**config.mk**
```make
export PLATFORM = sky130hd
export DESIGN_NAME = tcw_fifo
export DESIGN_NICKNAME = d
export VERILOG_FILES = /design/src/rtl/core/tcw_fifo.sv
export SDC_FILE = /design/constraint.sdc
export NUM_CORES = 1
export LEC_CHECK = 0
export BUFFER_PORTS_ARGS = -buffer_cell sky130_fd_sc_hd__buf_2
export CORE_MARGIN = 2
export CORE_UTILIZATION = 35
export CTS_CLUSTER_DIAMETER = 60
export DETAILED_ROUTE_END_ITERATION = 8
export GPL_TIMING_DRIVEN = 0
export PLACE_DENSITY = 0.54
export SLEW_MARGIN = 30
export SYNTH_ARGS = -nofsm -noshare
export SYNTH_HDL_FRONTEND = slang
export SYNTH_SLANG_ARGS = --single-unit
```
**constraint.sdc**
```tcl
create_clock -name clk_i -period 2.17 [get_ports clk_i]
set_input_delay 0.651 -clock clk_i [delete_from_list [all_inputs] [get_ports clk_i]]
set_output_delay 0.651 -clock clk_i [all_outputs]
set_load 0.02 [all_outputs]
```
**src/rtl/core/tcw_fifo.sv**
```systemverilog
// ----------------------------------------------------------------------------
// tcw_fifo: small synchronous queue
// Register-based FIFO with show-ahead read; used for commands and results.
// ----------------------------------------------------------------------------
module tcw_fifo #(
  parameter int unsigned DW    = 8,
  parameter int unsigned DEPTH = 4
) (
  input  logic          clk_i,
  input  logic          rst_ni,
  input  logic          push_i,
  input  logic [DW-1:0] wdata_i,
  output logic          full_o,
  input  logic          pop_i,
  output logic [DW-1:0] rdata_o,
  output logic          empty_o
);

  localparam int unsigned PW = (DEPTH > 1) ? $clog2(DEPTH) : 1;
  localparam int unsigned NW = $clog2(DEPTH + 1);

  logic [DW-1:0] mem_q [DEPTH];
  logic [PW-1:0] wr_ptr_q, wr_ptr_d;
  logic [PW-1:0] rd_ptr_q, rd_ptr_d;
  logic [NW-1:0] count_q, count_d;
  logic          do_push, do_pop;

  assign full_o  = (count_q == NW'(DEPTH));
  assign empty_o = (count_q == '0);
  assign do_push = push_i && !full_o;
  assign do_pop  = pop_i && !empty_o;
  assign rdata_o = mem_q[rd_ptr_q];

  always_comb begin
    wr_ptr_d = wr_ptr_q;
    rd_ptr_d = rd_ptr_q;
    count_d  = count_q;
    if (do_push) begin
      wr_ptr_d = (wr_ptr_q == PW'(DEPTH - 1)) ? '0 : wr_ptr_q + 1'b1;
    end
    if (do_pop) begin
      rd_ptr_d = (rd_ptr_q == PW'(DEPTH - 1)) ? '0 : rd_ptr_q + 1'b1;
    end
    if (do_push && !do_pop) begin
      count_d = count_q + 1'b1;
    end else if (do_pop && !do_push) begin
      count_d = count_q - 1'b1;
    end
  end

  always_ff @(posedge clk_i or negedge rst_ni) begin
    if (!rst_ni) begin
      wr_ptr_q <= '0;
      rd_ptr_q <= '0;
      count_q  <= '0;
    end else begin
      wr_ptr_q <= wr_ptr_d;
      rd_ptr_q <= rd_ptr_d;
      count_q  <= count_d;
    end
  end

  always_ff @(posedge clk_i) begin
    if (do_push) begin
      mem_q[wr_ptr_q] <= wdata_i;
    end
  end

endmodule

```
# After elaboration in Yosys (flattened, before gate mapping)
# Memory sizes are Yosys's and may differ from the RTL's.
# Cells that the tools add are included.
# classes
add_sub_neg,4
n_eq_ne,3
n_mux,6
n_reduce_logical,10
# op_table
cell,count
3-bit two-way mux,2
2-bit by 1-bit adder with 2-bit output (second input constant),2
2-bit == test (second input constant),2
1-bit logical AND,4
1-bit logical NOT,4
2-bit two-way mux,2
3-bit by 1-bit adder with 3-bit output (second input constant),1
3-bit == test (second input constant),1
3-bit logical NOT,1
3-bit by 1-bit subtractor with 3-bit output (second input constant),1
1-bit two-way mux,2
2-bit nonzero test,1
# word_totals
register_bits,7
ram_bits,32
inputBits,12
out_inout_bits,10
elab_cells,27
mem_count,1
# memory_table
name,words,word_bits,read_ports,rd_clocked_by_memory_dff,wr,line,rtl
mem_q,4,8,1,0,1,22,logic [DW-1:0] mem_q [DEPTH];

# Logic depth before layout (Yosys ltp)
# Gate-level depths: netlist of the first run.
# logic_depth
ltp_word,7
mapped_depth,9
depth_no_buf,8

# Least setup slack after synthesis of the first run
# Ideal clock, no wire load.
# synth_timing
path_kind,register -> register
from,register count_q[0]
to,register count_q[2]
setup_ns,0.079
arrival_ns,2.234
required_time_ns,2.091
slack_ns,-0.143
stages_incl_launch_ff,9
path_buffers,0
synth_period_minus_slack_ns,2.313
path_cell_list,dfrtp_1 -> nor3_1 -> nand2b_4 -> ha_1 -> inv_1 -> fa_1 -> xor2_1 -> nor2_1 -> xor2_1
# synth_between
elab_chain_cells,6
word_cells_on_any_way,15
cone_classes,add/sub: 2; eq/ne: 1; mux: 2; reduce/logical: 10
# synth_rtl
element,line,rtl
from (decl),25,"logic [NW-1:0] count_q, count_d;"
from (signal assigned),59,count_q <= count_d;
3-bit logical NOT (*),29,assign empty_o = (count_q == '0);
net empty_o,16,output logic empty_o
1-bit logical NOT (*),31,assign do_pop = pop_i && !empty_o;
1-bit logical AND (*),31,
1-bit logical NOT,44,if (do_push && !do_pop) begin
1-bit logical AND,44,
3-bit two-way mux or 2-bit nonzero test (tied branches),-,
# The timed path passes the listed nets; every way through them passes the cells marked *. The select of a mux whose other input is x is not followed.
# A chain may end at the register's enable or synchronous reset.

# Worst setup path after layout of the first run
# layout_timing
from,register rd_ptr_q[0]
to,output rdata_o[1]
# layout_between
elab_chain_cells,1
# layout_rtl
element,line,rtl
from (decl),24,"logic [PW-1:0] rd_ptr_q, rd_ptr_d;"
from (signal assigned),58,rd_ptr_q <= rd_ptr_d;
memory 4 x 8 bit,-,
to (decl),15,"output logic [DW-1:0] rdata_o,"
# Every way passes these cells.

==> results of run 1 <==
## flip-flops by register name (all words and copies together) (netlist names)
signal	cells
mem_q	32
wr_ptr_q	2
rd_ptr_q	2
count_q	3
## final timing paths
check | cells after the start | slack, ns | from | to
worst max register to register | 8 | 0.18 | count_q[0] | count_q[2]
min in group clk_i | 1 | 0.53 | count_q[2] | count_q[2]
worst max-delay path | 3 | -0.00009 | rd_ptr_q[0] | rdata_o[1]
worst min-delay path | 1 | 0.19 | rst_ni | count_q[0]
max in group asynchronous | 1 | 1.81 | rst_ni | rd_ptr_q[0]
worst min register to register | 1 | 0.53 | count_q[2] | count_q[2]
## per-stage QoR
stage / setup TNS [ns] / std cells
3_3_place_gp: 0 / 152
6_report: -0.00008848 / 161
4_1_cts: -0.1722 / 160
3_5_place_dp: -0.002433 / 152
5_1_grt: -0.2835 / 161
2_1_floorplan: 0 / 79
## worst max-delay path: cells and delay by family (launching register included)
family                 cells  cell delay, ns
multiplexers               1            0.50
buffers and inverters      2            0.32
flip-flops                 1            0.42
## cell type report
class / count / area, um2
fill: 396 / 2452
sequential: 39 / 1137
multi-input combinational: 34 / 457.9
timing repair buffer: 22 / 173.9
clock buffer: 8 / 80.08
tap: 52 / 65.06
buffer: 3 / 36.28
inverter: 3 / 11.26
## metal layers
layer	GRT usage	routed length, um	up-vias
met5	0	0	-
met4	0.06289	59	0
met3	0.04306	106	6
met2	0.1739	1354	15
met1	0.1358	1083	399
li1	-	-	357
## timing repair
item,CTS,global route
setup endpoints to repair,8,8
buffers inserted,0,0
cloned,0,1
resized for setup,4,16
hold buffers,0,0
## cells in the mapped netlist
master,number
ha_1,6
nand2b_4,1
fa_1,1
mux4_2,8
xor2_1,2
nor3b_4,1
nor2_1,3
mux2_4,2
inv_1,3
nor3_1,1
buf_6,1
nor2b_2,1
mux2_2,3
buf_1,1
dfrtp_1,7
buf_2,1
edfxtp_1,32
xnor2_1,1
and2_2,4
## cells by family after synthesis
group,after synthesis
fa+ha+maj,7
flops,39
buf+inv,6
simple gates,11
xor+xnor,3
mux,13
## power by group
| part | switching, mW | internal, mW | total [mW] | leakage (nW) |
|---|---|---|---|---|
| Clock | 0.232 | 0.228 | 0.460 | 0.0395 |
| Sequential | 0.117 | 1.02 | 1.13 | 0.374 |
| Combinational | 0.534 | 0.632 | 1.17 | 0.325 |
==> flow_metrics.tcl, run 1 <==
set metrics [dict create \
    crit_slowest_cell "mux4_2" \
    clk_pin_slew_ns 0.07 \
    rsz0062_at_grt "true" \
    violations "setup timing" \
    overflow 0 \
    yosysUniqueCellTypes 19 \
    ys_warn_count 0 \
    drive_above_1_share 0.4771 \
    clock_path_buffers 2 \
    fin_crit_ns 2.170 \
    num-nets-final 127 \
    fin_ws_ns -0.00008848 \
    finalPower_mw 2.760 \
    grt_pass1_wl_um 4098 \
    wirelength_um 2604 \
    ctsRootBufferMaster "clkbuf_8" \
    post_dp_cell_area_mm2 0.001795 \
    grt_pass1_vias 842 \
    synthCells 79 \
    core-area_mm2 0.004414 \
    final_cell_mix "edfxtp_1, buf_2, buf_6, mux4_2" \
    synth.largest_area_cell "edfxtp_1" \
    synth_top_area_frac 0.5931 \
    initial_core_util 0.3671 \
    ios 22 \
    wire_per_inst_um 16.17 \
    firstDrtPassIters 3 \
    arrival_ns 1.52 \
    netlist_area_mm2 0.001620 \
    cap_violations 0 \
    dieArea_mm2 0.005190 \
    path_cells "clkbuf_16 -> mux4_2 -> buf_6" \
    cts_num_sinks 39 \
    track_usage 0.1125 \
    muxShareOfSynthArea 0.1506 \
    crit_type "flop to output port" \
    synth_simple_gate_area_frac 0.05405 \
    via_per_inst 4.826 \
    setup_violations 1 \
    grt_max_degree 12 \
    drcViolationCount 0 \
    layout_commonest_cell "edfxtp_1" \
    fin_util 0.4444 \
    synth_seq_cells 39 \
    dp_hpwl_um 1745 \
    p_leak_nw 0.7393 \
    post-route-period-util 1.000 \
    clock_latency_ns 0.29 \
    maxSlewViolCount 0 \
    antenna_found_initial 0 \
    vias 777 \
    finalHoldViolCount 0 \
    worstMarginPinSlew_ns 0.2606 \
    skew_ns 0.007468 \
    cts_tree "yes" \
    synth_top_family_by_area "multiplexers" \
    dpl_worst_slack_ns -0.002433 \
    cts_max_level 2 \
    ir_worst_vdd_uv 579.6 \
    crit_path_max_incr_delay_ns 0.50 \
    drtIter0Drc 47 \
    synth_area_per_cell_um2 20.51 \
    port_buffers 21 \
    hold_path.class "input pin to async pin" \
    hold_ws_ns 0.1887 \
    max_freq_mhz 460.8 \
    stdcell_area_mm2 0.001962 \
    die_h_um 72.04 \
    worst_setup_path_start_kind "flop" \
    max_slew_margin 0.8263 \
    crit_path_max_fanout 5 \
    cts_buffers 5 \
    cp.required_ns 1.52 \
    rows 24 \
    synth_area_leaders "edfxtp_1, mux4_2, dfrtp_1" \
    gp_congestion 0.6569 \
    yosys.area_share.xor_xnor 0.01622 \
    p_per_area_mw_per_mm2 1407 \
    ys_seq_area_frac 0.7012 \
    synth_nets 98 \
    syn_to_final_growth_pct 21.08 \
    synth-compound-area-share 0 \
    ant_nets 0 \
    status "complete, but fails checks" \
    endpoint_kind "output port" \
    synth_fa_ha_area_frac 0.05869 \
    antenna_cells 0 \
    die_x_um 72.04 \
]
No activity file was read; power rests on OpenSTA's default activity.
==> run 2, diff against run 1 <==
--- a/config.mk
+++ b/config.mk
@@ -6,12 +6,14 @@
 export NUM_CORES = 1
 export LEC_CHECK = 0
 export BUFFER_PORTS_ARGS = -buffer_cell sky130_fd_sc_hd__buf_2
+export CELL_PAD_IN_SITES_DETAIL_PLACEMENT = 0
+export CELL_PAD_IN_SITES_GLOBAL_PLACEMENT = 2
 export CORE_MARGIN = 2
 export CORE_UTILIZATION = 35
 export CTS_CLUSTER_DIAMETER = 60
 export DETAILED_ROUTE_END_ITERATION = 8
 export GPL_TIMING_DRIVEN = 0
-export PLACE_DENSITY = 0.54
+export PLACE_DENSITY = 0.67
 export SLEW_MARGIN = 30
 export SYNTH_ARGS = -nofsm -noshare
 export SYNTH_HDL_FRONTEND = slang
==> flow_metrics.tcl, run 2 (synthesis gave the netlist of run 1 again) <==
set metrics [dict create \
    clock_path_buffers 2 \
    clk_pin_slew_ns 0.08 \
    arrival_ns 1.52 \
    num-nets-final 126 \
    cts_setup_buffers 0 \
    dpl_worst_slack_ns 0.04988 \
    layout_commonest_cell "edfxtp_1" \
    setup_violations 1 \
    crit_path_max_fanout 5 \
    ir_worst_vdd_uv 606.9 \
    ctsHoldBuffers 0 \
    firstDrtPassIters 4 \
    vias 758 \
    fin_crit_ns 2.174 \
    cts_buffers 5 \
    crit_path_max_incr_delay_ns 0.50 \
    antenna_cells 0 \
    maxSlewViolCount 0 \
    hold_ws_ns 0.1767 \
    post-route-period-util 1.002 \
    p_leak_nw 0.7572 \
    die_h_um 72.04 \
    wire_per_inst_um 15.65 \
    r2r_slack_ns 0.21 \
    worstMarginPinSlew_ns 0.4300 \
    ctsRootBufferMaster "clkbuf_8" \
    final_cell_mix "edfxtp_1, buf_2, buf_6" \
    syn_to_final_growth_pct 23.17 \
    worst_setup_path_start_kind "flop" \
    cap_violations 0 \
    top_regs "mem_q (32), count_q (3)" \
    p_per_area_mw_per_mm2 1451 \
    rsz0062_at_grt "true" \
    r2r-start "count_q[0]" \
    tns_ns -0.003956 \
    largest_reg_flops 32 \
    r2r_cells 8 \
    cts_tree "yes" \
    die_x_um 72.04 \
    cp.required_ns 1.52 \
    endpoint_kind "output port" \
    drcViolationCount 0 \
    finalPower_mw 2.896 \
    max_slew_margin 0.7134 \
    overflow 0 \
    via_per_inst 4.738 \
    ant_nets 0 \
    finalHoldViolCount 0 \
    r2r_end "count_q[2]" \
    startpoint "rd_ptr_q[0]" \
    core-area_mm2 0.004414 \
    grt_max_degree 13 \
    port_buffers 21 \
    drtIter0Drc 68 \
    status "complete, but fails checks" \
    cts_num_sinks 39 \
    drive_above_1_share 0.5000 \
    hold_path.class "input pin to async pin" \
    gp_congestion 0.6970 \
    num-fill-cells 380 \
    crit_type "flop to output port" \
    crit_slowest_cell "mux4_2" \
    track_usage 0.1084 \
    grt_pass1_vias 829 \
    clock_latency_ns 0.29 \
    initial_core_util 0.3671 \
    regMostFlops "mem_q" \
    ios 22 \
    dieArea_mm2 0.005190 \
    antenna_found_initial 0 \
    cts_max_level 2 \
    skew_ns 0.005556 \
    fin_util 0.4521 \
    cp-endpoint "rdata_o[3]" \
    path_cells "clkbuf_16 -> mux4_2 -> buf_6" \
    wirelength_um 2504 \
    violations "setup timing" \
    max_freq_mhz 460.0 \
    grt_pass1_wl_um 3974 \
    fin_ws_ns -0.003956 \
    rows 24 \
]
run 2: metrics by stage:
| stage | instance area, um2 | std cells |
|---|---|---|
| after floorplan | 1625 | 79 |
| after global placement | 1795 | 152 |
| after detailed placement | 1795 | 152 |
| after CTS | 1919 | 159 |
| after global routing | 1996 | 160 |
| final | 1996 | 160 |
run 2: per-layer routing:
layer | GRT usage | wire (um) | vias up
met4 | 0.05660 | 53 | 0
met1 | 0.1120 | 1040 | 379
met2 | 0.1831 | 1289 | 17
li1 | - | - | 355
met3 | 0.05139 | 120 | 7
met5 | 0 | 0 | -
run 2: cell type report:
cell class | instances | area, um2 | area share
clock buffers | 6 | 82.58 | 0.04138
clock inverters | 2 | 35.03 | 0.01755
well taps | 52 | 65.06 | 0.03260
plain buffers | 2 | 26.28 | 0.01317
multi-input cells | 34 | 457.9 | 0.2295
inverters | 3 | 11.26 | 0.005643
repair buffers | 22 | 180.2 | 0.09028
flip-flops and latches | 39 | 1137 | 0.5699
run 2: critical path, delay by kind of cell (launching register included):
kind | cells | cell delay (ns)
flip-flops | 1 | 0.42
multiplexers | 1 | 0.50
buffers and inverters | 2 | 0.31
run 2: worst min-delay path by stage:
| stage | start | end | depth (start not counted) |
|---|---|---|---|
| floorplan | rst_ni | count_q[0] | 0 |
| finish | rst_ni | rd_ptr_q[1] | 1 |
| detailed placement | rst_ni | rd_ptr_q[1] | 1 |
| global route | rst_ni | rd_ptr_q[1] | 1 |
| CTS | rst_ni | rd_ptr_q[0] | 1 |
| global placement | rst_ni | count_q[2] | 1 |
run 2: report_power, final:
group          leakage, nW  total, mW  switching, mW  internal [mW]
clock               0.0612      0.624          0.252          0.372
combinational        0.322       1.11          0.486          0.626
sequential           0.374       1.16          0.146           1.02
total                0.757       2.90          0.883           2.01
run 2: timing repair:
action	4_1_cts	5_1_grt
cloned	0	1
pin swaps	0	0
resized for setup	3	17
setup endpoints to repair	8	8
