<file path="src/rtl/core/tcw_pkg.sv">
// ----------------------------------------------------------------------------
// tcw_pkg: shared types and constants of the text console writer
// Item layouts, command codes, execution states and the blank cell value.
// ----------------------------------------------------------------------------
package tcw_pkg;

  localparam int unsigned COLS_DEF  = 80;
  localparam int unsigned ROWS_DEF  = 25;
  localparam int unsigned CMD_DEPTH = 4;
  localparam int unsigned RES_DEPTH = 2;

  localparam logic [15:0] BLANK_CELL     = 16'h0720;
  localparam logic [7:0]  CH_LF          = 8'h0A;
  localparam logic [7:0]  CH_CR          = 8'h0D;
  localparam logic [7:0]  TEXT_COLOR_RST = 8'h0F;

  // input mode codes; 5 to 7 mean nothing
  typedef enum logic [2:0] {
    MODE_WRITE  = 3'd0,
    MODE_PUT    = 3'd1,
    MODE_SETCUR = 3'd2,
    MODE_READ   = 3'd3,
    MODE_CLEAR  = 3'd4
  } mode_e;

  // classified command, as queued between front and back
  typedef enum logic [2:0] {
    OP_NOP,
    OP_CHAR,
    OP_NEWLINE,
    OP_PUT,
    OP_SETCUR,
    OP_READ,
    OP_CLEAR
  } op_e;

  typedef enum logic [1:0] {
    ST_INIT,
    ST_IDLE,
    ST_READ,
    ST_BLANK
  } exec_state_e;

  typedef struct packed {
    logic [2:0] mode;
    logic [7:0] char_code;
    logic [7:0] cell_color;
    logic [6:0] col;
    logic [4:0] line;
  } in_item_t;

  typedef struct packed {
    logic [15:0] cell_value;
    logic [6:0]  cursor_col_out;
    logic [4:0]  cursor_row_out;
  } out_item_t;

  typedef struct packed {
    op_e         op;
    logic [15:0] cell_word;
    logic [6:0]  col;
    logic [4:0]  row;
  } cmd_t;

endpackage

</file>
<file path="src/rtl/core/tcw_front.sv">
// ----------------------------------------------------------------------------
// tcw_front: item decoder
// Holds the text colour register and turns each input item into a command
// with range checks and cursor clamping already applied.
// ----------------------------------------------------------------------------
module tcw_front #(
  parameter int unsigned COLS = tcw_pkg::COLS_DEF,
  parameter int unsigned ROWS = tcw_pkg::ROWS_DEF
) (
  input  logic             clk_i,
  input  logic             rst_ni,
  input  tcw_pkg::in_item_t item_i,
  input  logic             cfg_valid_i,
  input  logic [7:0]       cfg_data_i,
  output tcw_pkg::cmd_t    cmd_o
);

  import tcw_pkg::*;

  logic [7:0] text_color_q;
  logic       col_ok, row_ok;

  always_ff @(posedge clk_i or negedge rst_ni) begin
    if (!rst_ni) begin
      text_color_q <= TEXT_COLOR_RST;
    end else if (cfg_valid_i) begin
      text_color_q <= cfg_data_i;
    end
  end

  assign col_ok = ({1'b0, item_i.col} < 8'(COLS));
  assign row_ok = ({1'b0, item_i.line} < 6'(ROWS));

  always_comb begin
    cmd_o.op        = OP_NOP;
    cmd_o.cell_word = {item_i.cell_color, item_i.char_code};
    cmd_o.col       = item_i.col;
    cmd_o.row       = item_i.line;
    case (item_i.mode)
      MODE_WRITE: begin
        cmd_o.cell_word = {text_color_q, item_i.char_code};
        if (item_i.char_code == CH_LF) begin
          cmd_o.op = OP_NEWLINE;
        end else if (item_i.char_code != CH_CR) begin
          cmd_o.op = OP_CHAR;
        end
      end
      MODE_PUT: begin
        if (col_ok && row_ok) begin
          cmd_o.op = OP_PUT;
        end
      end
      MODE_SETCUR: begin
        cmd_o.op  = OP_SETCUR;
        cmd_o.col = col_ok ? item_i.col : 7'(COLS - 1);
        cmd_o.row = row_ok ? item_i.line : 5'(ROWS - 1);
      end
      MODE_READ: begin
        // out of range reads report zero, same as a no-op
        if (col_ok && row_ok) begin
          cmd_o.op = OP_READ;
        end
      end
      MODE_CLEAR: begin
        cmd_o.op = OP_CLEAR;
      end
      default: begin
        cmd_o.op = OP_NOP;
      end
    endcase
  end

endmodule

</file>
<file path="config.mk">
export PLATFORM = sky130hd
export DESIGN_NAME = tcw_front
export DESIGN_NICKNAME = d
export VERILOG_FILES = /design/src/rtl/core/tcw_pkg.sv /design/src/rtl/core/tcw_front.sv
export SDC_FILE = /design/constraint.sdc
export NUM_CORES = 1
export LEC_CHECK = 0
export CAP_MARGIN = 20
export CORE_MARGIN = 10
export CORE_UTILIZATION = 29
export CTS_BUF_LIST = sky130_fd_sc_hd__clkbuf_4 sky130_fd_sc_hd__clkbuf_8
export DETAILED_ROUTE_END_ITERATION = 12
export DONT_BUFFER_PORTS = 1
export GPL_ROUTABILITY_DRIVEN = 1
export GPL_TIMING_DRIVEN = 0
export PLACE_DENSITY = 0.52
export SLEW_MARGIN = 20
export SYNTH_ARGS = -nofsm -noshare
export SYNTH_HDL_FRONTEND = slang
export SYNTH_SLANG_ARGS = --single-unit
</file>
<file path="constraint.sdc">
create_clock -name clk_i -period 1.17 [get_ports clk_i]
set_input_delay 0.117 -clock clk_i [delete_from_list [all_inputs] [get_ports clk_i]]
set_output_delay 0.117 -clock clk_i [all_outputs]
set_load 0.01 [all_outputs]
</file>
# ---- After elaboration in Yosys (flattened, before gate mapping)
# Cells that the tools add are included.
dict set report classes {
  n_eq_ne 6
  order_cmp 2
  n_mux 9
  reduce_logical 2
}
# op n
set ops {}
lappend ops {{16-bit two-way mux} 1}
lappend ops {{3-bit one-hot mux with 5 select lines} 1}
lappend ops {{12-bit two-way mux} 1}
lappend ops {{8-bit by 4-bit == test with 1-bit output (second input constant)} 1}
lappend ops {{8-bit by 4-bit != test with 1-bit output (second input constant)} 1}
lappend ops {{7-bit less-than comparator (second input constant)} 1}
lappend ops {{7-bit two-way mux} 1}
lappend ops {{3-bit by 2-bit == test with 1-bit output (second input constant)} 2}
lappend ops {{3-bit two-way mux} 2}
lappend ops {{5-bit less-than comparator (second input constant)} 1}
lappend ops {{5-bit two-way mux} 1}
lappend ops {{3-bit by 1-bit == test with 1-bit output (second input constant)} 1}
lappend ops {{3-bit == test (second input constant)} 1}
lappend ops {{3-bit zero test} 1}
lappend ops {{2-bit two-way mux} 1}
lappend ops {{1-bit logical AND} 1}
lappend ops {{1-bit two-way mux} 1}
dict set report word_totals {
  regBits 8
  out_inout_bits 31
  word_cells 20
  in_bits 42
}

# ---- Depth between registers and ports, before layout
# Gate-level depths: netlist (run 1).
dict set report logic_depth {
  depth_word 4
  depth_mapped 3
  mapped_depth_nobuf 3
}

# ---- Worst setup path before layout (run 1)
# OpenSTA, ideal clock, no wires.
dict set report synth_timing {
  kind {input to output}
  from {input port item_i[28] (netlist name)}
  to {output port cmd_o[20] (netlist name)}
  stages 2
  setup_slack_ns 0.205
  path_buffers 0
  required_time_ns 1.053
  arrival_ns 0.848
  cell_sequence {nor3_4 > mux2_2}
}
# element line_no
set synth_lines {}
lappend synth_lines {{start, declared} tcw_front.sv:12} ;# input tcw_pkg::in_item_t item_i,
lappend synth_lines {{end, declared} tcw_front.sv:15} ;# output tcw_pkg::cmd_t cmd_o

==> summary.txt, run 1 <==
Synth
  • Cell count after synthesis: 66
  • Post-synth EDFFs: 0
  • Count of cell types in the netlist: 27
  • Warnings from Yosys: 0
  • Main flop type after synthesis: dfstp_2
  • Synthesized Nets: roughly 110
  • Seq cells post-synth: 8
  • Synthesized area: 669 sq um
  • Register area share after synthesis: 30.7%
  • Syn avg cell area: approximately 10 sq um
  • Async set or reset register ratio after synthesis: 100%

Timing
  • Setup tns final: 0 ps
  • Final hold slack: between 10 and 15 ps
  • Worst-Margin Slew: 368 ps
  • Max Transition Viols Final: 0
  • Minimum clock period: approximately 1100 ps
  • Endpoints failing hold: 0
  • Max-slew headroom: between 70 and 80%
  • Endpoints failing setup: 0
  • RSZ-0062 raised after global routing: false
  • Final worst-path cycle share: roughly 90%
  • Fmax: between 900 and 1000 MHz
  • Layout Skew: 0 ps

GRT
  • First-pass GRT wire length: about 2.7 mm
  • Total gr overflow: 0
  • Largest net degree at the start of global routing: 10
  • Overall Global Routing Usage: approximately 7.6%
  • Vias in the first global route: 588
  • Initial antenna violation count: 0

Place
  • RePlAce Congestion: ~0.75
  • IO Port Bufs: 0
  • Post-DP HPWL: 1.77 mm

Worst setup path
  • Arrival time worst endpoint: 950 ps
  • Worst-path cell chain: mux2_2
  • Critical path capture point type: output pin
  • R2r setup slk: ~420 ps
  • Crit start category: register
  • Family with the most delay on the worst path: flip-flops
  • CP Depth: 1
  • Critical path class: register to output pin
  • Max incr delay on CP: around 530 ps
  • CP required: between 1000 and 1500 ps
  • Cells on worst reg2reg path: 1
  • Slowest CP cell: dfstp_2
  • Worst-path fanout max: 2
  • Worst Path Buf+Inv: 0
  • RR Endpoint: text_color_q[6]
  • Worst r2r src: text_color_q[6]

Power
  • Worst ir drop on vdd: between 0.0007 and 0.0008 V
  • Pleak: between 0.3 and 0.4 nW
  • P per Cell Area: 993 nW/um^2

Clock network
  • Resized cells post-CTS: 0
  • Clock Latency Late Sink: approximately 250 ps
  • Clk buf depth: 2
  • CTS Buf Count: 3
  • # H-tree levels: 1
  • Clk sinks: 8
  • Clock transition at path regs: roughly 60 ps
  • TritonCTS clock tree: yes
  • Root buffer cell: clkbuf_4

Layout
  • Most common cell after layout, fill and taps aside: mux2_2
  • Ant. Diodes: 0
  • Area Growth Syn to Fin: 15.7%
  • Most frequent cells in the layout: mux2_2, buf_4
  • Biggest regs: text_color_q x8
  • Fraction of layout cells with a size suffix above 1: roughly 50%
  • Nets: 116
  • Largest register FFs: 8
  • Biggest register: text_color_q
  • Fill count: 225

Min path
  • Hold Path Class: input pin to register
  • Worst Hold End: text_color_q[4]
  • Beginning of the worst hold path: cfg_data_i[4]
  • Hold Crit Depth: 1

Routing
  • DR WL/cell: 19.9 um
  • Total wire length: 2.01 mm
  • Top routing layer used: met4
  • Via density: 5.29
  • Final ANT Viol Nets: 0
  • M1 WL: between 500 and 600 um
  • Initial DRT Pass Iterations: 2
  • 1st-iter DRT viols: 10
  • Residual DRC count: 0
  • Met3 WL: around 550 um
  • Vias: 534
  • Met2 routed WL: roughly 900 um

Run
  • Max-Cap Viols: 0

Die
  • Ports: 73
  • Die ar.: 4630 sq um
  • Die width: 68.0 um
  • Row count: 17
  • Die H: between 60 and 70 um
  • Core area: about 2200 sq um
  • Starting Density: 30.3%

Run status
  • Status: complete, no violations
==> final cells by class <==
| cell class | count | area, sq um | area share [%] |
|---|---|---|---|
| multi-input combinational | 45 | 384 | 49.6 |
| clock buffer | 4 | 30.0 | 3.88 |
| buffer | 12 | 76.3 | 9.85 |
| inverter | 1 | 3.75 | 0.485 |
| timing repair buffer | 3 | 40.0 | 5.17 |
| sequential | 8 | 205 | 26.5 |
| tap | 28 | 35.0 | 4.52 |
==> cells by family after synthesis <==
| family | synth area share, % |
|---|---|
| and+or+nand+nor | 21.3 |
| muxes | 26.9 |
| buffers and inverters | 12.0 |
| DFF | 30.7 |
| AOI/OAI and AO/OA | 7.85 |
| xor gates and xnor gates | 1.31 |
==> metal layers <==
metal / GRT usage, % / vias to the layer above
li1: - / 240
met1: 6.17 / 238
met2: 12.6 / 54
met3: 6.53 / 2
met4: 3.77 / 0
met5: 0 / -
==> power breakdown <==
part / total [mW] / switching [mW] / leakage, nW / internal [mW]
registers: 0.328 / 0.0127 / 0.0888 / 0.315
clock network: 0.245 / 0.0920 / 0.0184 / 0.153
logic: 0.196 / 0.0953 / 0.199 / 0.101
total: 0.769 / 0.200 / 0.307 / 0.569
==> Yosys cell counts, types with 2 or more instances <==
cell       n  share of area, %
nor3_1     2               1.5
o211ai_1   2               2.2
nor2b_1    4               3.7
nand2_1    2               1.1
dfrtp_1    4                15
clkbuf_1   3               1.7
buf_4      8               9.0
or2_1      4               3.7
dfstp_2    4                16
mux2_2    16                27
==> timing repair <==
| action | CTS | global route |
|---|---|---|
| setup buffers | 0 | 1 |
| hold buffers | 1 | 1 |
| hold endpoints to repair | 8 | 1 |
| endpoints found under the setup margin | 0 | 1 |
==> worst max path at each step <==
stage                     from        end  slack [ps]
6_report       text_color_q[1]  cmd_o[21]         100
5_1_grt        text_color_q[1]  cmd_o[21]          50
4_1_cts             item_i[28]  cmd_o[24]          30
3_5_place_dp        item_i[28]  cmd_o[24]          30
3_3_place_gp        item_i[28]  cmd_o[25]          50
2_1_floorplan       item_i[28]  cmd_o[20]         200
==> per-stage QoR <==
| step | utilization [%] | setup slack [ps] | total power [mW] | area [sq um] | cells |
|---|---|---|---|---|---|
| global route | 35.0 | 50.8 | 0.822 | 774 | 101 |
| CTS | 33.7 | 28.1 | 0.779 | 744 | 99 |
| floorplan | - | 205 | 0.489 | 669 | 66 |
| finish | 35.0 | 105 | 0.769 | 774 | 101 |
| global placement | 31.8 | 54.5 | 0.514 | 704 | 94 |
| detailed placement | 31.8 | 30.5 | 0.517 | 704 | 94 |
Power figures use the tool's default switching activity.
==> inputs of run 2 (changes only) <==
- REMOVE_ABC_BUFFERS: unset -> 1
==> run 2 against run 1 <==
Compared with the run above:
- maximum frequency shrank 0.66%
- routed wire length shrank 13%
- sequential power is essentially flat
- critical path depth is the same
- power shrank 4.0%
- die area is the same
- flip-flop and latch count is the same
- register-to-register slack is essentially flat
- global-route usage shrank 0.42 points
- setup slack lost 7.0 ps
- first-iteration DRC count shrank 50%
- clock-buffer cell count is the same
==> summary.txt, run 2 (synthesis results as in run 1) <==
Layout
  • Non-Filler Instances: 90 (-11%)
  • Nets: 105 (-9.5%)
  • Fraction of layout cells with a size suffix above 1: 43.5% (-5.8 points)
  • Biggest regs: text_color_q x8
  • Finished Cell Area: 708 sq um (-8.6%)
  • Biggest register: text_color_q
  • Most common cell after layout, fill and taps aside: mux2_2
  • Largest register FFs: 8 (unchanged)
  • Ant. Diodes: 0 (unchanged)
  • Area Growth Syn to Fin: 5.79%

Run status
  • Status: complete, no violations

Timing
  • Max-slew headroom: 76.6% (+1.2 points)
  • RSZ-0062 raised after global routing: false
  • Worst-Margin Slew: 350 ps (-18.2 ps)
  • Endpoints failing setup: 0 (unchanged)
  • Final worst-path cycle share: 91.6% (+0.60 points)
  • Fmax: 933 MHz (-0.66%)
  • Layout Skew: 0 ps (unchanged)
  • Max Transition Viols Final: 0 (unchanged)
  • Setup tns final: 0 ps (unchanged)
  • Minimum clock period: 1070 ps (+7.02 ps)
  • Endpoints failing hold: 0 (unchanged)

Routing
  • Via density: 5.47 (+3.4%)
  • Vias: 492 (-7.9%)
  • Residual DRC count: 0 (unchanged)
  • 1st-iter DRT viols: 5 (-5)
  • Final ANT Viol Nets: 0 (unchanged)
  • Total wire length: 1.74 mm (-13%)
  • Initial DRT Pass Iterations: 2 (unchanged)
  • DR WL/cell: 19.4 um (-2.5%)

Worst setup path
  • Launch point of the worst path: text_color_q[3]
  • Max incr delay on CP: 530 ps (about the same)
  • Worst r2r src: text_color_q[6]
  • Critical path capture point type: output pin
  • RR Endpoint: text_color_q[6]
  • Cells on worst reg2reg path: 1 (unchanged)
  • Arrival time worst endpoint: 960 ps (about the same)
  • Critical path class: register to output pin
  • Worst-path fanout max: 2 (unchanged)
  • Worst-path cell chain: mux2_2
  • Crit start category: register
  • CP required: 1050 ps (about the same)
  • Worst setup endpoint: cmd_o[23]
  • Slowest CP cell: dfstp_2
  • R2r setup slk: 410 ps (about the same)
  • Family with the most delay on the worst path: flip-flops
  • CP Depth: 1 (unchanged)
  • Worst Path Buf+Inv: 0 (unchanged)

Die
  • Die H: 68.0 um (unchanged)
  • Row count: 17 (unchanged)
  • Die width: 68.0 um (unchanged)
  • Core area: 2210 sq um (unchanged)
  • Starting Density: 30.3% (unchanged)
  • Ports: 73 (unchanged)
  • Die ar.: 4630 sq um (unchanged)

Place
  • IO Port Bufs: 0 (unchanged)
  • DP Area: 628 sq um (-11%)
  • RePlAce Congestion: 0.705 (-5.9%)
  • Post-DP HPWL: 1.52 mm (-14%)
  • Inst Count DP: 82 (-13%)

GRT
  • Largest net degree at the start of global routing: 10 (unchanged)
  • Initial antenna violation count: 0 (unchanged)
  • Overall Global Routing Usage: 7.14% (-0.42 points)
  • Total gr overflow: 0 (unchanged)
  • Vias in the first global route: 529 (-10%)
  • First-pass GRT wire length: 2.52 mm (-5.9%)

Power
  • Part of the power in combinational logic: 20.8% (-4.7 points)
  • P per Cell Area: 1040 nW/um^2 (+5.0%)
  • Clock power frac: 34.8% (+2.9 points)
  • Pint: 552 uW (-3.1%)
  • Sw Ratio: 25.3% (-0.66 points)
  • Pleak: 0.265 nW (-14%)
  • Worst ir drop on vdd: 0.000465 V (-36%)
  • Net switching power: 187 uW (-6.4%)
  • Sequential fraction of design power: 44.4% (+1.8 points)

Clock network
  • Clk sinks: 8 (unchanged)
  • Root buffer cell: clkbuf_4
  • Clock Latency Late Sink: 250 ps (about the same)
  • # H-tree levels: 1 (unchanged)
  • Clock transition at path regs: 60 ps (about the same)
  • TritonCTS clock tree: yes
  • CTS Buf Count: 3 (unchanged)
  • Clk buf depth: 2 (unchanged)

Min path
  • Hold Path Class: input pin to register

Run
  • Max-Cap Viols: 0 (unchanged)
==> run 2: cell count changes in the layout (fill, tap and decap cells not counted) <==
cell	delta
buf_4	-8
buf_2	-1
dlygate4sd3_1	+1
clkbuf_1	-3
==> run 2: what timing repair did <==
item | in CTS | in global routing
buffers inserted | 0 | 1
hold buffers | 3 | 0
setup endpoints to repair | 0 | 3
gates resized for setup | 0 | 0
hold endpoints to repair | 10 | 0
==> run 2: how the worst min path moves through the flow <==
| stage | start | to | slack, ps | cells after the start |
|---|---|---|---|---|
| global route | cfg_valid_i | text_color_q[7] | 2 | 1 |
| floorplan | rst_ni | text_color_q[4] | -180 | 0 |
| finish | cfg_data_i[4] | text_color_q[4] | 10 | 1 |
| global placement | rst_ni | text_color_q[6] | -180 | 0 |
| CTS | cfg_data_i[3] | text_color_q[3] | 0.5 | 1 |
| detailed placement | rst_ni | text_color_q[6] | -180 | 0 |
==> run 2: power groups by stage <==
stage / registers (mW) / logic (mW) / clock network [mW]
global placement: 0.331 / 0.138 / 0
floorplan: 0.327 / 0.123 / 0
finish: 0.328 / 0.154 / 0.257
detailed placement: 0.331 / 0.141 / 0
CTS: 0.328 / 0.153 / 0.270
global route: 0.333 / 0.170 / 0.282
==> run 2: final cells by class <==
class,count,area (sq um)
Fill cell,233,1500
Sequential cell,8,205
Multi-Input combinational cell,45,384
Timing Repair Buffer,4,50.0
Tap cell,28,35.0
Clock buffer,4,30.0
Inverter,1,3.75
==> run 2: metal layers <==
layer / wire length, um / global-route usage, % / up-vias
met5: 0 / 0 / -
met4: 19 / 4.52 / 0
met3: 433 / 5.22 / 2
met2: 750 / 10.5 / 52
met1: 539 / 7.12 / 220
li1: - / - / 218
==> run 2: through the flow <==
stage / setup slack, ps / util, % / hold WS [ps] / power [mW]
floorplan: 205 / - / -179 / 0.450
global placement: 61.0 / 28.4 / -178 / 0.469
detailed placement: 50.1 / 28.4 / -178 / 0.472
CTS: 49.7 / 31.1 / 0.506 / 0.751
global route: 55.6 / 32.0 / 1.80 / 0.785
finish: 97.8 / 32.0 / 10.6 / 0.739
==> inputs of run 3 (changes only) <==
- SETUP_SLACK_MARGIN: unset -> 0.4
==> run 3 against run 2 <==
Compared with the run above:
- maximum frequency increased by 1.4%
- critical path depth did not move
- power increased by 8.8%
- combinational power increased by 40%
- core utilization grew 7.9 points
- non-clock buffer count is 6 higher
- clock-buffer cell count unchanged
- sequential share of layout area decreased by 5.7 points
- setup slack improved by 15 ps
- via count grew 7.3%
- register-to-register slack worse by 120 ps
- global-route usage is 0.43 points higher
- largest cell class unchanged
==> summary.txt, run 3 (synthesis results as in run 1) <==
Run status
  • Status: complete, no violations

Timing
  • Fmax: 946 MHz (+1.4%)
  • Max-slew headroom: 76.6% (about the same)
  • Setup tns final: 0 ps (unchanged)
  • Layout Skew: 0 ps (unchanged)
  • RSZ-0062 raised after global routing: true
  • Worst-Margin Slew: 350 ps (+0.623 ps)
  • Minimum clock period: 1060 ps (-15.0 ps)
  • Max Transition Viols Final: 0 (unchanged)
  • Endpoints failing hold: 0 (unchanged)
  • Final worst-path cycle share: 90.4% (-1.3 points)
  • Endpoints failing setup: 0 (unchanged)

Place
  • RePlAce Congestion: 0.705 (unchanged)
  • IO Port Bufs: 0 (unchanged)
  • Post-DP HPWL: 1.52 mm (unchanged)

Power
  • Net switching power: 203 uW (+8.3%)
  • Part of the power in combinational logic: 26.9% (+6.1 points)
  • Clock power frac: 32.1% (-2.7 points)
  • P per Cell Area: 910 nW/um^2 (-13%)
  • Sw Ratio: 25.2% (-0.11 points)
  • Worst ir drop on vdd: 0.000489 V (+5.0%)
  • Pleak: 0.363 nW (+37%)
  • Sequential fraction of design power: 41.1% (-3.3 points)
  • Pint: 601 uW (+8.9%)

GRT
  • Total gr overflow: 0 (unchanged)
  • Initial antenna violation count: 0 (unchanged)
  • Overall Global Routing Usage: 7.57% (+0.43 points)
  • Vias in the first global route: 602 (+14%)
  • Largest net degree at the start of global routing: 10 (unchanged)
  • First-pass GRT wire length: 2.65 mm (+5.2%)

Layout
  • Ant. Diodes: 0 (unchanged)
  • Fill count: 205 (-12%)
  • Final core utilization: 39.9% (+7.9 points)
  • Biggest register: text_color_q
  • Fraction of layout cells with a size suffix above 1: 66.2% (+23 points)
  • Most frequent cells in the layout: mux2_4, mux2_2
  • FF+latch area: 205 sq um (unchanged)
  • Most common cell after layout, fill and taps aside: mux2_4
  • Area Growth Syn to Fin: 32.0%
  • Nets: 111 (+5.7%)
  • Multi-input combinational cell area: 504 sq um (+31%)
  • Biggest regs: text_color_q x8
  • Largest register FFs: 8 (unchanged)

Routing
  • Final ANT Viol Nets: 0 (unchanged)
  • Via density: 5.50 (+0.61%)
  • Initial DRT Pass Iterations: 2 (unchanged)
  • Total wire length: 1.92 mm (+10%)
  • DR WL/cell: 20.0 um (+3.4%)
  • Residual DRC count: 0 (unchanged)
  • Vias: 528 (+7.3%)
  • 1st-iter DRT viols: 6 (+1)

Worst setup path
  • Arrival time worst endpoint: 940 ps (-20 ps)
  • Slowest CP cell: dfstp_2
  • Launch point of the worst path: text_color_q[0]
  • Critical path capture point type: output pin
  • CP required: 1050 ps (about the same)
  • Max incr delay on CP: 530 ps (about the same)
  • Crit start category: register
  • Worst Path Buf+Inv: 0 (unchanged)
  • Worst-path cell chain: mux2_4
  • Critical path class: register to output pin
  • Worst r2r src: text_color_q[6]
  • Family with the most delay on the worst path: flip-flops
  • Worst-path fanout max: 2 (unchanged)

Clock network
  • TritonCTS clock tree: yes
  • Root buffer cell: clkbuf_4
  • Clk buf depth: 2 (unchanged)
  • Clock transition at path regs: 60 ps (about the same)
  • Clock Latency Late Sink: 250 ps (about the same)
  • Clk sinks: 8 (unchanged)
  • CTS Buf Count: 3 (unchanged)
  • # H-tree levels: 1 (unchanged)

Min path
  • Beginning of the worst hold path: cfg_data_i[4]
  • Hold Path Class: input pin to register

Die
  • Die width: 68.0 um (unchanged)
  • Row count: 17 (unchanged)
  • Ports: 73 (unchanged)
  • Starting Density: 30.3% (unchanged)
  • Die H: 68.0 um (unchanged)
  • Die ar.: 4630 sq um (unchanged)
  • Core area: 2210 sq um (unchanged)

Run
  • Max-Cap Viols: 0 (unchanged)
-- run 3: changes by cell type in the layout (fill, tap and decap cells not counted), sizes merged --
cell	change
buf	+5
dlygate4sd3	+1
-- run 3: area by class of cell --
cell class	count	area share, %
multi-input combinational	45	57.1
inverter	1	0.425
tap	28	3.97
sequential	8	23.2
timing repair buffer	10	11.9
clock buffer	4	3.40
-- run 3: final timing paths --
kind	to	slack, ps	depth (start not counted)
setup / recovery	cmd_o[20]	110	1
setup reg to reg	text_color_q[6]	290	2
min in group asynchronous	text_color_q[6]	200	1
hold reg to reg	text_color_q[5]	510	1
max in group asynchronous	text_color_q[1]	670	1
hold / removal	text_color_q[4]	10	1
-- run 3: metrics by stage --
stage	instances	hold WS, ps	power (mW)	area (sq um)	setup WS [ps]
floorplan	54	-179	0.450	593	205
global placement	82	-178	0.469	628	61.0
detailed placement	82	-178	0.472	628	50.1
CTS	93	0.506	0.795	820	97.9
global route	96	1.84	0.845	883	77.3
finish	96	9.87	0.804	883	113
-- run 3: timing repair --
action / in CTS / in global routing
setup endpoints to repair: 18 / 22
pin swaps: 5 / 3
resized for setup: 20 / 10
buffers inserted: 4 / 2
hold endpoints to repair: 10 / 1
hold buffers: 3 / 1
-- run 3: power by group through the flow --
stage,Combinational [mW],Clock (mW),Sequential [mW]
global route,0.234,0.277,0.335
global placement,0.138,0,0.331
detailed placement,0.141,0,0.331
finish,0.216,0.258,0.330
floorplan,0.123,0,0.327
CTS,0.195,0.270,0.329
-- run 3: routing by layer --
| metal | vias to the layer above | GRT usage (%) | part of all wire, % |
|---|---|---|---|
| met5 | - | 0 | 0 |
| met4 | 0 | 5.03 | 0.99 |
| met3 | 2 | 6.20 | 24 |
| met2 | 50 | 11.2 | 45 |
| met1 | 243 | 7.02 | 30 |
| li1 | 233 | - | - |
